### src/hw/rtl/tfa_pkg.sv
package tfa_pkg;

    // Buffer geometry
    localparam int FRAME_DEPTH      = 64;
    localparam int TERMINATOR_SLOTS = 4;
    localparam int TERM_REGS        = 4;
    localparam int ADDR_W           = $clog2(FRAME_DEPTH);
    localparam int FILL_W           = $clog2(FRAME_DEPTH + 1);

    // Field and register widths
    localparam int BYTE_W    = 8;
    localparam int ACTIVE_W  = 3;
    localparam int TIMEOUT_W = 16;
    localparam int LIMIT_W   = 7;
    localparam int SILENCE_W = 17;
    localparam int CFG_IDX_W = 3;
    localparam int CFG_DAT_W = 16;

    typedef logic [BYTE_W-1:0]    byte_t;
    typedef logic [ADDR_W-1:0]    addr_t;
    typedef logic [FILL_W-1:0]    fill_t;
    typedef logic [CFG_IDX_W-1:0] cfg_idx_t;

    // Item kinds
    localparam logic MODE_BYTE = 1'b0;
    localparam logic MODE_TICK = 1'b1;

    // Register indexes
    localparam cfg_idx_t REG_ACTIVE_TERM  = 3'd0;
    localparam cfg_idx_t REG_TERM_A       = 3'd1;
    localparam cfg_idx_t REG_TERM_B       = 3'd2;
    localparam cfg_idx_t REG_TERM_C       = 3'd3;
    localparam cfg_idx_t REG_TERM_D       = 3'd4;
    localparam cfg_idx_t REG_IDLE_TIMEOUT = 3'd5;
    localparam cfg_idx_t REG_OUTPUT_LIMIT = 3'd6;

    // Frame buffer port bundle
    typedef struct packed {
        logic  we;
        addr_t waddr;
        byte_t wdata;
        logic  re;
        addr_t raddr;
    } buf_req_t;

endpackage

### src/hw/rtl/tfa_if.sv
interface tfa_item_if;
    logic                 valid;
    logic                 ready;
    logic                 mode;
    logic [8-1:0]         data_byte;

    modport source (output valid, output mode, output data_byte, input ready);
    modport sink (input valid, input mode, input data_byte, output ready);
endinterface

interface tfa_result_if;
    logic                 valid;
    logic                 ready;
    logic [8-1:0]         frame_byte;
    logic                 last_of_frame;
    logic                 closed_by_timeout;

    modport source (output valid, output frame_byte, output last_of_frame,
                    output closed_by_timeout, input ready);
    modport sink (input valid, input frame_byte, input last_of_frame,
                  input closed_by_timeout, output ready);
endinterface

### src/hw/rtl/tfa_frame_buf.sv
module tfa_frame_buf
(
    input  logic              clk,
    input  tfa_pkg::buf_req_t req,
    output tfa_pkg::byte_t    rdata
);

    tfa_pkg::byte_t mem [tfa_pkg::FRAME_DEPTH];
    tfa_pkg::byte_t rdata_reg;

    // One write port, one registered read port; read data holds when idle
    always_ff @(posedge clk)
    begin
        if (req.we)
        begin
            mem[req.waddr] <= req.wdata;
        end
        if (req.re)
        begin
            rdata_reg <= mem[req.raddr];
        end
    end

    assign rdata = rdata_reg;

endmodule

### src/hw/rtl/terminated_frame_assembler_unit.sv
// Frame assembler for a delimited byte stream. Each item is either a received
// byte or a one millisecond tick. Bytes are buffered in a 64-entry frame RAM;
// a byte equal to one of the active terminator registers closes a non-empty
// frame unless the buffer is full, and a tick that finds the silence since
// the last byte above a non-zero idle timeout closes a non-empty frame as
// well (flagged closed_by_timeout). The buffered bytes, cut to output_limit,
// come out one beat each with last_of_frame on the final one. While
// collecting, an item is accepted every cycle. Closing a frame holds the
// input off while its emitted bytes are read out through the single read
// port of the frame RAM, one byte a cycle unless the result side stalls. A
// closing item with an empty buffer or a zero output limit emits nothing and
// holds off nothing. The frame RAM needs no clearing after reset.
module terminated_frame_assembler_unit
(
    input  logic                         clk,
    input  logic                         rst_n,
    tfa_item_if.sink                     item,
    tfa_result_if.source                 result,
    input  logic                         cfg_we,
    input  tfa_pkg::cfg_idx_t            cfg_index,
    input  logic [tfa_pkg::CFG_DAT_W-1:0] cfg_data
);

    typedef enum logic {ST_IDLE, ST_EMIT} state_t;

    // Configuration registers
    logic [tfa_pkg::ACTIVE_W-1:0]  active_reg;
    tfa_pkg::byte_t                term_reg [tfa_pkg::TERM_REGS];
    logic [tfa_pkg::TIMEOUT_W-1:0] timeout_reg;
    logic [tfa_pkg::LIMIT_W-1:0]   limit_reg;

    // Control and output state
    state_t                        state_reg, state_next;
    tfa_pkg::fill_t                fill_reg, fill_next;
    logic [tfa_pkg::SILENCE_W-1:0] silence_reg, silence_next;
    tfa_pkg::fill_t                rem_reg, rem_next;
    tfa_pkg::addr_t                rd_idx_reg, rd_idx_next;
    logic                          rd_pend_reg, rd_pend_next;
    logic                          pend_last_reg, pend_last_next;
    logic                          tmo_flag_reg, tmo_flag_next;
    logic                          out_valid_reg, out_valid_next;
    tfa_pkg::byte_t                out_byte_reg, out_byte_next;
    logic                          out_last_reg, out_last_next;
    logic                          out_tmo_reg, out_tmo_next;

    tfa_pkg::buf_req_t             buf_req;
    tfa_pkg::byte_t                buf_rdata;

    logic                          accept;
    logic                          load_now;
    logic                          term_match;
    logic [tfa_pkg::ACTIVE_W-1:0]  n_active;
    logic [tfa_pkg::SILENCE_W-1:0] silence_inc;
    tfa_pkg::fill_t                emit_cnt;

    tfa_frame_buf u_buf
    (
        .clk   (clk),
        .req   (buf_req),
        .rdata (buf_rdata)
    );

    // Configuration writes
    always_ff @(posedge clk or negedge rst_n)
    begin
        if (!rst_n)
        begin
            active_reg  <= 3'd2;
            term_reg[0] <= 8'd13;
            term_reg[1] <= 8'd10;
            term_reg[2] <= 8'd0;
            term_reg[3] <= 8'd0;
            timeout_reg <= 16'd50;
            limit_reg   <= 7'd64;
        end
        else if (cfg_we)
        begin
            case (cfg_index)
                tfa_pkg::REG_ACTIVE_TERM:  active_reg  <= cfg_data[tfa_pkg::ACTIVE_W-1:0];
                tfa_pkg::REG_TERM_A:       term_reg[0] <= cfg_data[tfa_pkg::BYTE_W-1:0];
                tfa_pkg::REG_TERM_B:       term_reg[1] <= cfg_data[tfa_pkg::BYTE_W-1:0];
                tfa_pkg::REG_TERM_C:       term_reg[2] <= cfg_data[tfa_pkg::BYTE_W-1:0];
                tfa_pkg::REG_TERM_D:       term_reg[3] <= cfg_data[tfa_pkg::BYTE_W-1:0];
                tfa_pkg::REG_IDLE_TIMEOUT: timeout_reg <= cfg_data[tfa_pkg::TIMEOUT_W-1:0];
                tfa_pkg::REG_OUTPUT_LIMIT: limit_reg   <= cfg_data[tfa_pkg::LIMIT_W-1:0];
                default: ;
            endcase
        end
    end

    // Terminator compare over the active slots
    always_comb
    begin
        n_active = (active_reg > tfa_pkg::ACTIVE_W'(tfa_pkg::TERMINATOR_SLOTS))
                 ? tfa_pkg::ACTIVE_W'(tfa_pkg::TERMINATOR_SLOTS) : active_reg;
        term_match = 1'b0;
        for (int i = 0; i < tfa_pkg::TERMINATOR_SLOTS; i++)
        begin
            if ((tfa_pkg::ACTIVE_W'(i) < n_active) && (term_reg[i] == item.data_byte))
            begin
                term_match = 1'b1;
            end
        end
    end

    // Saturating silence count and clipped frame length
    assign silence_inc = (&silence_reg) ? silence_reg
                       : silence_reg + tfa_pkg::SILENCE_W'(1);
    assign emit_cnt = (tfa_pkg::LIMIT_W'(fill_reg) > limit_reg)
                    ? tfa_pkg::FILL_W'(limit_reg) : fill_reg;

    assign item.ready = (state_reg == ST_IDLE);
    assign accept     = item.valid && item.ready;
    // Pending RAM data moves into the output register when that is free
    assign load_now   = rd_pend_reg && (!out_valid_reg || result.ready);

    // Next-state logic
    always_comb
    begin
        state_next     = state_reg;
        fill_next      = fill_reg;
        silence_next   = silence_reg;
        rem_next       = rem_reg;
        rd_idx_next    = rd_idx_reg;
        pend_last_next = pend_last_reg;
        tmo_flag_next  = tmo_flag_reg;
        out_valid_next = out_valid_reg;
        out_byte_next  = out_byte_reg;
        out_last_next  = out_last_reg;
        out_tmo_next   = out_tmo_reg;
        rd_pend_next   = load_now ? 1'b0 : rd_pend_reg;

        buf_req.we    = 1'b0;
        buf_req.waddr = fill_reg[tfa_pkg::ADDR_W-1:0];
        buf_req.wdata = item.data_byte;
        buf_req.re    = 1'b0;
        buf_req.raddr = rd_idx_reg;

        // Output register
        if (load_now)
        begin
            out_valid_next = 1'b1;
            out_byte_next  = buf_rdata;
            out_last_next  = pend_last_reg;
            out_tmo_next   = tmo_flag_reg;
        end
        else if (result.ready)
        begin
            out_valid_next = 1'b0;
        end

        case (state_reg)
            ST_IDLE:
            begin
                if (accept)
                begin
                    if (item.mode == tfa_pkg::MODE_BYTE)
                    begin
                        silence_next = '0;
                        if (fill_reg < tfa_pkg::FILL_W'(tfa_pkg::FRAME_DEPTH))
                        begin
                            if (term_match)
                            begin
                                if (fill_reg != '0)
                                begin
                                    fill_next     = '0;
                                    tmo_flag_next = 1'b0;
                                    rd_idx_next   = '0;
                                    rem_next      = emit_cnt;
                                    if (emit_cnt != '0)
                                    begin
                                        state_next = ST_EMIT;
                                    end
                                end
                            end
                            else
                            begin
                                buf_req.we = 1'b1;
                                fill_next  = fill_reg + tfa_pkg::FILL_W'(1);
                            end
                        end
                    end
                    else
                    begin
                        silence_next = silence_inc;
                        if ((fill_reg != '0) && (timeout_reg != '0)
                            && (silence_inc > tfa_pkg::SILENCE_W'(timeout_reg)))
                        begin
                            fill_next     = '0;
                            tmo_flag_next = 1'b1;
                            rd_idx_next   = '0;
                            rem_next      = emit_cnt;
                            if (emit_cnt != '0)
                            begin
                                state_next = ST_EMIT;
                            end
                        end
                    end
                end
            end
            ST_EMIT:
            begin
                if (!rd_pend_reg || load_now)
                begin
                    if (rem_reg != '0)
                    begin
                        // Read one byte a cycle unless the output register is stalled
                        buf_req.re     = 1'b1;
                        rd_idx_next    = rd_idx_reg + tfa_pkg::ADDR_W'(1);
                        rem_next       = rem_reg - tfa_pkg::FILL_W'(1);
                        rd_pend_next   = 1'b1;
                        pend_last_next = (rem_reg == tfa_pkg::FILL_W'(1));
                    end
                    else
                    begin
                        state_next = ST_IDLE;
                    end
                end
            end
            default:
            begin
                state_next = ST_IDLE;
            end
        endcase
    end

    always_ff @(posedge clk or negedge rst_n)
    begin
        if (!rst_n)
        begin
            state_reg     <= ST_IDLE;
            fill_reg      <= '0;
            silence_reg   <= '0;
            rem_reg       <= '0;
            rd_idx_reg    <= '0;
            rd_pend_reg   <= 1'b0;
            pend_last_reg <= 1'b0;
            tmo_flag_reg  <= 1'b0;
            out_valid_reg <= 1'b0;
            out_byte_reg  <= '0;
            out_last_reg  <= 1'b0;
            out_tmo_reg   <= 1'b0;
        end
        else
        begin
            state_reg     <= state_next;
            fill_reg      <= fill_next;
            silence_reg   <= silence_next;
            rem_reg       <= rem_next;
            rd_idx_reg    <= rd_idx_next;
            rd_pend_reg   <= rd_pend_next;
            pend_last_reg <= pend_last_next;
            tmo_flag_reg  <= tmo_flag_next;
            out_valid_reg <= out_valid_next;
            out_byte_reg  <= out_byte_next;
            out_last_reg  <= out_last_next;
            out_tmo_reg   <= out_tmo_next;
        end
    end

    assign result.valid             = out_valid_reg;
    assign result.frame_byte        = out_byte_reg;
    assign result.last_of_frame     = out_last_reg;
    assign result.closed_by_timeout = out_tmo_reg;

    // A RAM read is only outstanding while a frame is being read out
    a_pend_in_emit: assert property (@(posedge clk) disable iff (!rst_n)
        rd_pend_reg |-> (state_reg == ST_EMIT))
        else $error("read outstanding outside readout");

    // Nothing is buffered while a frame is being read out
    a_empty_in_emit: assert property (@(posedge clk) disable iff (!rst_n)
        (state_reg == ST_EMIT) |-> (fill_reg == '0))
        else $error("buffer not empty during readout");

    // Input is taken only with no bytes left to read
    a_ready_no_rem: assert property (@(posedge clk) disable iff (!rst_n)
        item.ready |-> (rem_reg == '0))
        else $error("input ready with bytes left");

    // Fill never exceeds the buffer
    a_fill_bound: assert property (@(posedge clk) disable iff (!rst_n)
        fill_reg <= tfa_pkg::FILL_W'(tfa_pkg::FRAME_DEPTH))
        else $error("fill count overflow");

    // A finished readout returns to collecting
    a_emit_done: assert property (@(posedge clk) disable iff (!rst_n)
        ((state_reg == ST_EMIT) && (rem_reg == '0) && !rd_pend_reg)
        |=> (state_reg == ST_IDLE))
        else $error("readout did not finish");

endmodule
### src/flat_wrapper.sv
// flat-port wrapper written by rule: the top's interface ports become plain ports
module terminated_frame_assembler_unit_flat 
  (clk, rst_n, cfg_we, cfg_index, cfg_data, item_valid, item_mode, item_data_byte, item_ready, result_valid, result_frame_byte, result_last_of_frame, result_closed_by_timeout, result_ready);
  tfa_item_if item_i ();
  tfa_result_if result_i ();
  input  logic clk;
  input  logic rst_n;
  input  logic cfg_we;
  input  tfa_pkg::cfg_idx_t cfg_index;
  input  logic [tfa_pkg::CFG_DAT_W-1:0] cfg_data;
  input wire logic [$bits(item_i.valid)-1:0] item_valid;
  input wire logic [$bits(item_i.mode)-1:0] item_mode;
  input wire logic [$bits(item_i.data_byte)-1:0] item_data_byte;
  output wire logic [$bits(item_i.ready)-1:0] item_ready;
  output wire logic [$bits(result_i.valid)-1:0] result_valid;
  output wire logic [$bits(result_i.frame_byte)-1:0] result_frame_byte;
  output wire logic [$bits(result_i.last_of_frame)-1:0] result_last_of_frame;
  output wire logic [$bits(result_i.closed_by_timeout)-1:0] result_closed_by_timeout;
  input wire logic [$bits(result_i.ready)-1:0] result_ready;
  assign item_i.valid = item_valid;
  assign item_i.mode = item_mode;
  assign item_i.data_byte = item_data_byte;
  assign item_ready = item_i.ready;
  assign result_valid = result_i.valid;
  assign result_frame_byte = result_i.frame_byte;
  assign result_last_of_frame = result_i.last_of_frame;
  assign result_closed_by_timeout = result_i.closed_by_timeout;
  assign result_i.ready = result_ready;
  terminated_frame_assembler_unit u_core (.clk(clk), .rst_n(rst_n), .item(item_i), .result(result_i), .cfg_we(cfg_we), .cfg_index(cfg_index), .cfg_data(cfg_data));
endmodule
### config.mk
export PLATFORM = sky130hd
export DESIGN_NAME = terminated_frame_assembler_unit_flat
export DESIGN_NICKNAME = d
export VERILOG_FILES = /design/src/hw/rtl/tfa_pkg.sv /design/src/hw/rtl/tfa_if.sv /design/src/hw/rtl/tfa_frame_buf.sv /design/src/hw/rtl/terminated_frame_assembler_unit.sv /design/src/flat_wrapper.sv
export SDC_FILE = /design/constraint.sdc
export NUM_CORES = 1
export LEC_CHECK = 0
export ABC_AREA = 1
export ABC_CLOCK_PERIOD_IN_PS = 4330
export BUFFER_PORTS_ARGS = -buffer_cell sky130_fd_sc_hd__buf_2
export CAP_MARGIN = 20
export CORE_ASPECT_RATIO = 2
export CORE_UTILIZATION = 55
export CTS_CLUSTER_SIZE = 10
export DETAILED_ROUTE_END_ITERATION = 8
export PLACE_DENSITY = 0.71
export SYNTH_ARGS = -nofsm -noshare
export SYNTH_HDL_FRONTEND = slang
export SYNTH_SLANG_ARGS = --single-unit
### constraint.sdc
create_clock -name clk -period 4.33 [get_ports clk]
set_input_delay 0.433 -clock clk [delete_from_list [all_inputs] [get_ports clk]]
set_output_delay 0.433 -clock clk [all_outputs]
set_load 0.005 [all_outputs]
==> reports/metrics.yaml, run 1 <==
outcome:
  outcome: "completed"
cts:
  htree_levels: 3
  cts_buffers: 72
  postCtsSetupBuffers: 0
  clock_latency_ns: 0.61
  clk_pin_slew_ns: 0.06
  clk_path_buf_depth: 3
  ctsRootBufferMaster: "clkbuf_16"
  cts_resized: 0
  cts_hold_buffers: 1
  cts_tree: "done"
  cts.sinks: 630
synthesis:
  ys_seq_elements: 630
  ys_seq_area_frac: 0.6868
  syn-num-nets: 2361
  async_flop_share: 0.1746
  syn_inst: 2298
  ys.flop_type: "edfxtp_1"
  yosysWarnings: 0
  syn_area_um2: 26760
  synth_area_per_cell_um2: 11.65
  synth_edf_count: 520
  yosysUniqueCellTypes: 52
routing:
  wl_per_cell_um: 23.77
  vias: 18478
  initialDrtViolationCount: 1570
  vias_per_cell: 6.094
  dr.pass1.iters: 5
  ant_nets: 0
  routed_wl_um: 72080
  drc: 0
die:
  die_area_um2: 49600
  ioPinCount: 45
  std_cell_rows: 114
  dieWidth_um: 158.0
  start_util: 0.5551
  design.core.area_um2: 48210
  die_h_um: 313.9
timing:
  worst_slack_ns: 0.8136
  finalHoldViolCount: 0
  skew_ns: 0.02079
  rsz0062_at_grt: "false"
  tightest_slew_ns: 0.9471
  max_freq_mhz: 284.4
  finalCriticalPeriod_ns: 3.516
  period_share: 0.8121
  drv_slew: 0
  setup_tns_ns: 0
  relSlewSlack: 0.3670
  finalSetupViolCount: 0
global_routing:
  grt_usage: 0.2997
  overflow: 0
  grt_antenna_before_repair: 5
  grt_pass1_wl_um: 107600
  grt_max_degree: 110
  first_global_vias: 18275
cells_and_area:
  final_nets: 2409
  ff_latch_area_um2: 18390
  syn2layout_area_growth_pct: 11.48
  multi_input_area_um2: 7461
  fill_cells: 3845
  mostFrequentLayoutCells: "520 x edfxtp_1, 399 x nor2_1, 329 x o21ai_0, 242 x nand2_1, 101 x nand3_1"
  drive_above_1_share: 0.09987
  layout_commonest_cell: "edfxtp_1"
  largest_register_ffs: 512
setup_path:
  cp_common_cell: "nand2_1"
  arrival_ns: 4.06
  worst_setup_path_end_kind: "flip-flop"
  worstPathCellList: "ha_1, inv_1, nor2_1, nand2_2, nor2_4, nand2_2, nand4_1, nor3_1, xor2_1, ha_1, nand2_1, o21bai_1, a21oi_1, nor2_1, nand2_1, nand2_1, nand2_4, nand3_4, nand2_4, nand2_4, nand2_1, nand2_1"
  cpPeakStageDelay_ns: 0.38
  required_ns: 4.87
  critPathSlowestCell: "dfrtp_1"
  critPathKind: "reg -> reg"
  cp_max_fo: 13
  startpoint_type: "flip-flop"
power_and_ir_drop:
  ir_drop_mv: 0.3402
  power.density_nw_per_um2: 548.7
  p_leak_nw: 10.60
  power_w: 0.01637
job:
  max_cap_violations: 0
min_path:
  hp-class: "in -> reg"
placement:
  portBuffers: 44
  place_congestion: 0.9390
  dp_slack_ns: 0.8086
  detailed_place_hpwl_um: 46350
==> metal layers <==
metal	GRT usage	vias to the layer above	routed length, um
li1	-	8391	-
met1	0.3244	9032	23810
met5	0	-	0
met3	0.03846	212	4273
met4	0.2015	0	4935
met2	0.5384	843	39060
==> synthesized netlist by cell type, drive strengths merged (2+ instances only) <==
cell     count  area share
dfstp       10      0.0098
nand4        8      0.0019
buf         32      0.0059
inv         99       0.014
clkinv       2     0.00028
or2          6      0.0014
mux2         9      0.0038
nor3b        2     0.00056
dfrtp      100       0.094
xnor2       13      0.0043
nor4         2     0.00070
nand3b       3     0.00084
o21ai      341       0.064
edfxtp     520        0.58
a21oi       28      0.0054
xor2        18      0.0059
nor3        13      0.0024
a2bb2oi      2     0.00065
ha          30       0.014
o22ai       57       0.013
clkbuf     101       0.014
nor2       405       0.058
o211ai      56       0.016
o221ai      72       0.024
nand3      106       0.022
nand2      254       0.037
==> report_power, final <==
group	switching, W	internal, W	leakage (nW)
registers	0.000283	0.00687	6.06
clock network	0.00234	0.00314	0.986
logic	0.00260	0.00114	3.56
==> metrics by stage <==
| stage | area [um^2] | instances | util | hold slack, ns |
|---|---|---|---|---|
| floorplan | 26760 | 2298 | - | 0.1374 |
| global placement | 27750 | 2908 | 0.5756 | 0.4617 |
| detailed placement | 27760 | 2909 | 0.5758 | 0.4650 |
| CTS | 29830 | 3031 | 0.6188 | 0.04626 |
| global route | 29830 | 3032 | 0.6188 | 0.07144 |
| finish | 29830 | 3032 | 0.6188 | 0.06634 |
==> cells by family (layout without fill, tap and decap cells) <==
kind of cell | Yosys count | in the layout | synth area share
AO/OA/AOI/OAI | 563 | 563 | 0.1249
XOR/XNOR | 31 | 31 | 0.01015
adder cells (fa/ha/maj) | 30 | 30 | 0.01403
buffers and inverters | 234 | 329 | 0.03437
flip-flops | 630 | 630 | 0.6868
multiplexers | 10 | 10 | 0.004161
other | 0 | 1 | 0
AND/OR/NAND/NOR | 800 | 800 | 0.1256
==> critical path, delay by kind of cell (launching register included) <==
| family | cells | cell delay, ns |
|---|---|---|
| AOI/OAI and AO/OA | 2 | 0.22 |
| xor gates and xnor gates | 1 | 0.34 |
| adders and majority gates | 2 | 0.56 |
| buffers and inverters | 1 | 0.10 |
| DFF | 1 | 0.38 |
| and+or+nand+nor | 16 | 1.83 |
==> cell type report <==
class,count,area share
diodes,1,0.00008388
flip-flops and latches,630,0.6164
multi-input cells,1434,0.2501
inverters,101,0.01288
repair buffers,107,0.02466
clock inverters,6,0.002642
clock buffers,115,0.06652
well taps,638,0.02676
==> path summary, 6_finish.rpt <==
check	from	end	slack [ns]	cells after the start
worst min-delay path	cfg_data[13]	u_core.timeout_reg[13]	0.07	3
worst max-delay path	u_core.silence_reg[0]	u_core.rd_idx_reg[2]	0.81	22
max in group asynchronous	rst_n	u_core.timeout_reg[4]	2.93	3
worst min register to register	u_core.u_buf.rdata[5]	u_core.result.frame_byte[5]	0.47	1
min in group asynchronous	rst_n	u_core.silence_reg[9]	0.45	2
worst max register to register	u_core.silence_reg[0]	u_core.rd_idx_reg[2]	0.81	22
(Power assumes the default switching activity.)
==> run 2, diff against run 1 <==
--- a/config.mk
+++ b/config.mk
@@ -6,7 +6,7 @@
 export NUM_CORES = 1
 export LEC_CHECK = 0
 export ABC_AREA = 1
-export ABC_CLOCK_PERIOD_IN_PS = 4330
+export ABC_CLOCK_PERIOD_IN_PS = 3560
 export BUFFER_PORTS_ARGS = -buffer_cell sky130_fd_sc_hd__buf_2
 export CAP_MARGIN = 20
 export CORE_ASPECT_RATIO = 2
==> constraint.sdc (replaced) <==
create_clock -name clk -period 3.56 [get_ports clk]
set_input_delay 0.356 -clock clk [delete_from_list [all_inputs] [get_ports clk]]
set_output_delay 0.356 -clock clk [all_outputs]
set_load 0.005 [all_outputs]
==> run 2 against run 1 <==
Against the previous run:
- largest power group unchanged
- combinational power up 23%
- highest routed layer unchanged
- via count up 0.73%
- routed wire length down 1.4%
==> reports/metrics.yaml, run 2 (synthesis results as in run 1) <==
cells_and_area:
  fill_cells: 3799
  final-instance-count-excl-fill: 3087
  drive_above_1_share: 0.1210
  largest_register_ffs: 512
  ff_latch_area_um2: 18390
  finish.instance_area_um2: 30370
  syn2layout_area_growth_pct: 13.48
  final_nets: 2464
  layout_commonest_cell: "edfxtp_1"
  multi_input_area_um2: 7521
  mostFrequentLayoutCells: "520 x edfxtp_1, 397 x nor2_1, 329 x o21ai_0, 241 x nand2_1, 106 x buf_4"
setup_path:
  cpPeakStageDelay_ns: 0.36
  critPathKind: "reg -> reg"
  required_ns: 4.04
  arrival_ns: 3.81
  rr_endpoint: "u_core.rd_idx_reg[2]"
  startpoint_type: "flip-flop"
  critPathSlowestCell: "dfrtp_1"
  reg2reg_from: "u_core.silence_reg[1]"
  worstPathCellList: "ha_2, inv_1, nor2_1, nand2_2, nor2_4, nand2_2, buf_4, nand3_1, nor2_1, xor2_1, ha_1, nand2_1, nor2_1, nand3b_1, nand3_1, nand3_1, nand2_1, nand2_1, nand2_4, nand3_4, nand2_8, nand2_8, nand2_1, nand2_1"
  cp_common_cell: "nand2_1"
  ff2ff_setup_slack_ns: 0.23
  cp_max_fo: 13
  worst_setup_path_end_kind: "flip-flop"
  reg2reg_depth: 24
  crit_start: "u_core.silence_reg[1]"
global_routing:
  first_global_vias: 18808
  grt_antenna_before_repair: 4
  grt_usage: 0.2977
  grt_pass1_wl_um: 107700
  overflow: 0
  grt_max_degree: 97
power_and_ir_drop:
  power.share.clock: 0.332
  power.density_nw_per_um2: 655.9
  p_int_w: 0.01369
  seq_power_share: 0.437
  switching_share: 0.3128
  power_switching_w: 0.006231
  p_leak_nw: 10.91
  ir_drop_mv: 0.4828
  combPwrFrac: 0.231
cts:
  htree_levels: 3
  cts_buffers: 72
  cts_tree: "done"
  clk_path_buf_depth: 3
  ctsRootBufferMaster: "clkbuf_16"
  clk_pin_slew_ns: 0.05
  cts.sinks: 630
  clock_latency_ns: 0.60
timing:
  finalHoldViolCount: 0
  tightest_slew_ns: 0.9760
  rsz0062_at_grt: "false"
  relSlewSlack: 0.3453
  max_freq_mhz: 300.0
  worst_slack_ns: 0.2262
  drv_slew: 0
  period_share: 0.9365
  hold_slack_ns: 0.02384
  finalSetupViolCount: 0
  skew_ns: 0.01964
  finalCriticalPeriod_ns: 3.334
  setup_tns_ns: 0
die:
  die_area_um2: 49600
  die_h_um: 313.9
  start_util: 0.5551
  std_cell_rows: 114
  dieWidth_um: 158.0
  design.core.area_um2: 48210
  ioPinCount: 45
routing:
  vias: 18612
  drc: 0
  ant_nets: 0
  wl_per_cell_um: 23.03
  vias_per_cell: 6.029
  routed_wl_um: 71090
  dr.pass1.iters: 5
  initialDrtViolationCount: 1633
min_path:
  hold_path_startpoint: "cfg_data[10]"
  min_path_cells: 3
  hp-class: "in -> reg"
  whs_endpoint: "u_core.timeout_reg[10]"
placement:
  detailed_place_hpwl_um: 46170
  dp_slack_ns: 0.2024
  portBuffers: 44
  place_congestion: 0.9194
  dpl.cell_count: 2958
  place_area_um2: 28180
outcome:
  outcome: "completed"
job:
  max_cap_violations: 0
[run 2: cell type report]
| type | instances | share of cell area |
|---|---|---|
| Sequential cell | 630 | 0.6055 |
| Multi-Input combinational cell | 1434 | 0.2477 |
| Clock buffer | 117 | 0.06699 |
| Timing Repair Buffer | 162 | 0.03988 |
| Tap cell | 638 | 0.02629 |
| Inverter | 101 | 0.01265 |
| Clock inverter | 3 | 0.0008652 |
| Antenna cell | 2 | 0.0001648 |
[run 2: power groups by stage]
stage | Sequential (W) | Clock, W | Combinational [W]
2_1_floorplan | 0.00866 | 0 | 0.00310
4_1_cts | 0.00869 | 0.00670 | 0.00456
3_3_place_gp | 0.00882 | 0 | 0.00439
6_report | 0.00870 | 0.00662 | 0.00460
3_5_place_dp | 0.00884 | 0 | 0.00453
5_1_grt | 0.00873 | 0.00697 | 0.00508
[run 2: worst max path at each step]
stage / endpoint / cells past startpoint
5_1_grt: u_core.rd_idx_reg[2] / 24
6_report: u_core.rd_idx_reg[2] / 24
2_1_floorplan: u_core.rd_idx_reg[3] / 26
3_5_place_dp: u_core.rem_reg[3] / 25
4_1_cts: u_core.rem_reg[5] / 25
3_3_place_gp: u_core.rd_idx_reg[2] / 23
[run 2: routing by layer]
| layer | wire length, um | up-vias | GRT usage |
|---|---|---|---|
| met1 | 23740 | 9120 | 0.3227 |
| met2 | 38150 | 788 | 0.5327 |
| met3 | 4327 | 215 | 0.04356 |
| met5 | 0 | - | 0 |
| li1 | - | 8489 | - |
| met4 | 4866 | 0 | 0.1951 |
[run 2: repair_timing]
action	4_1_cts	5_1_grt
endpoints found under the hold margin	48	0
gates resized for setup	0	11
endpoints found under the setup margin	0	13
buffers inserted	0	1
hold buffers	6	0
[run 2: worst max-delay path: cells and delay by family, from the launching register on]
| family | cells | cell delay [ns] |
|---|---|---|
| and+or+nand+nor | 19 | 1.91 |
| adders and majority gates | 2 | 0.54 |
| buffers and inverters | 2 | 0.23 |
| DFF | 1 | 0.36 |
| xor gates and xnor gates | 1 | 0.18 |
[run 2: metrics by stage]
stage	power, W	utilization
final	0.01992	0.6299
after floorplan	0.01176	-
after global routing	0.02078	0.6299
after CTS	0.01996	0.6284
after detailed placement	0.01337	0.5844
after global placement	0.01321	0.5844
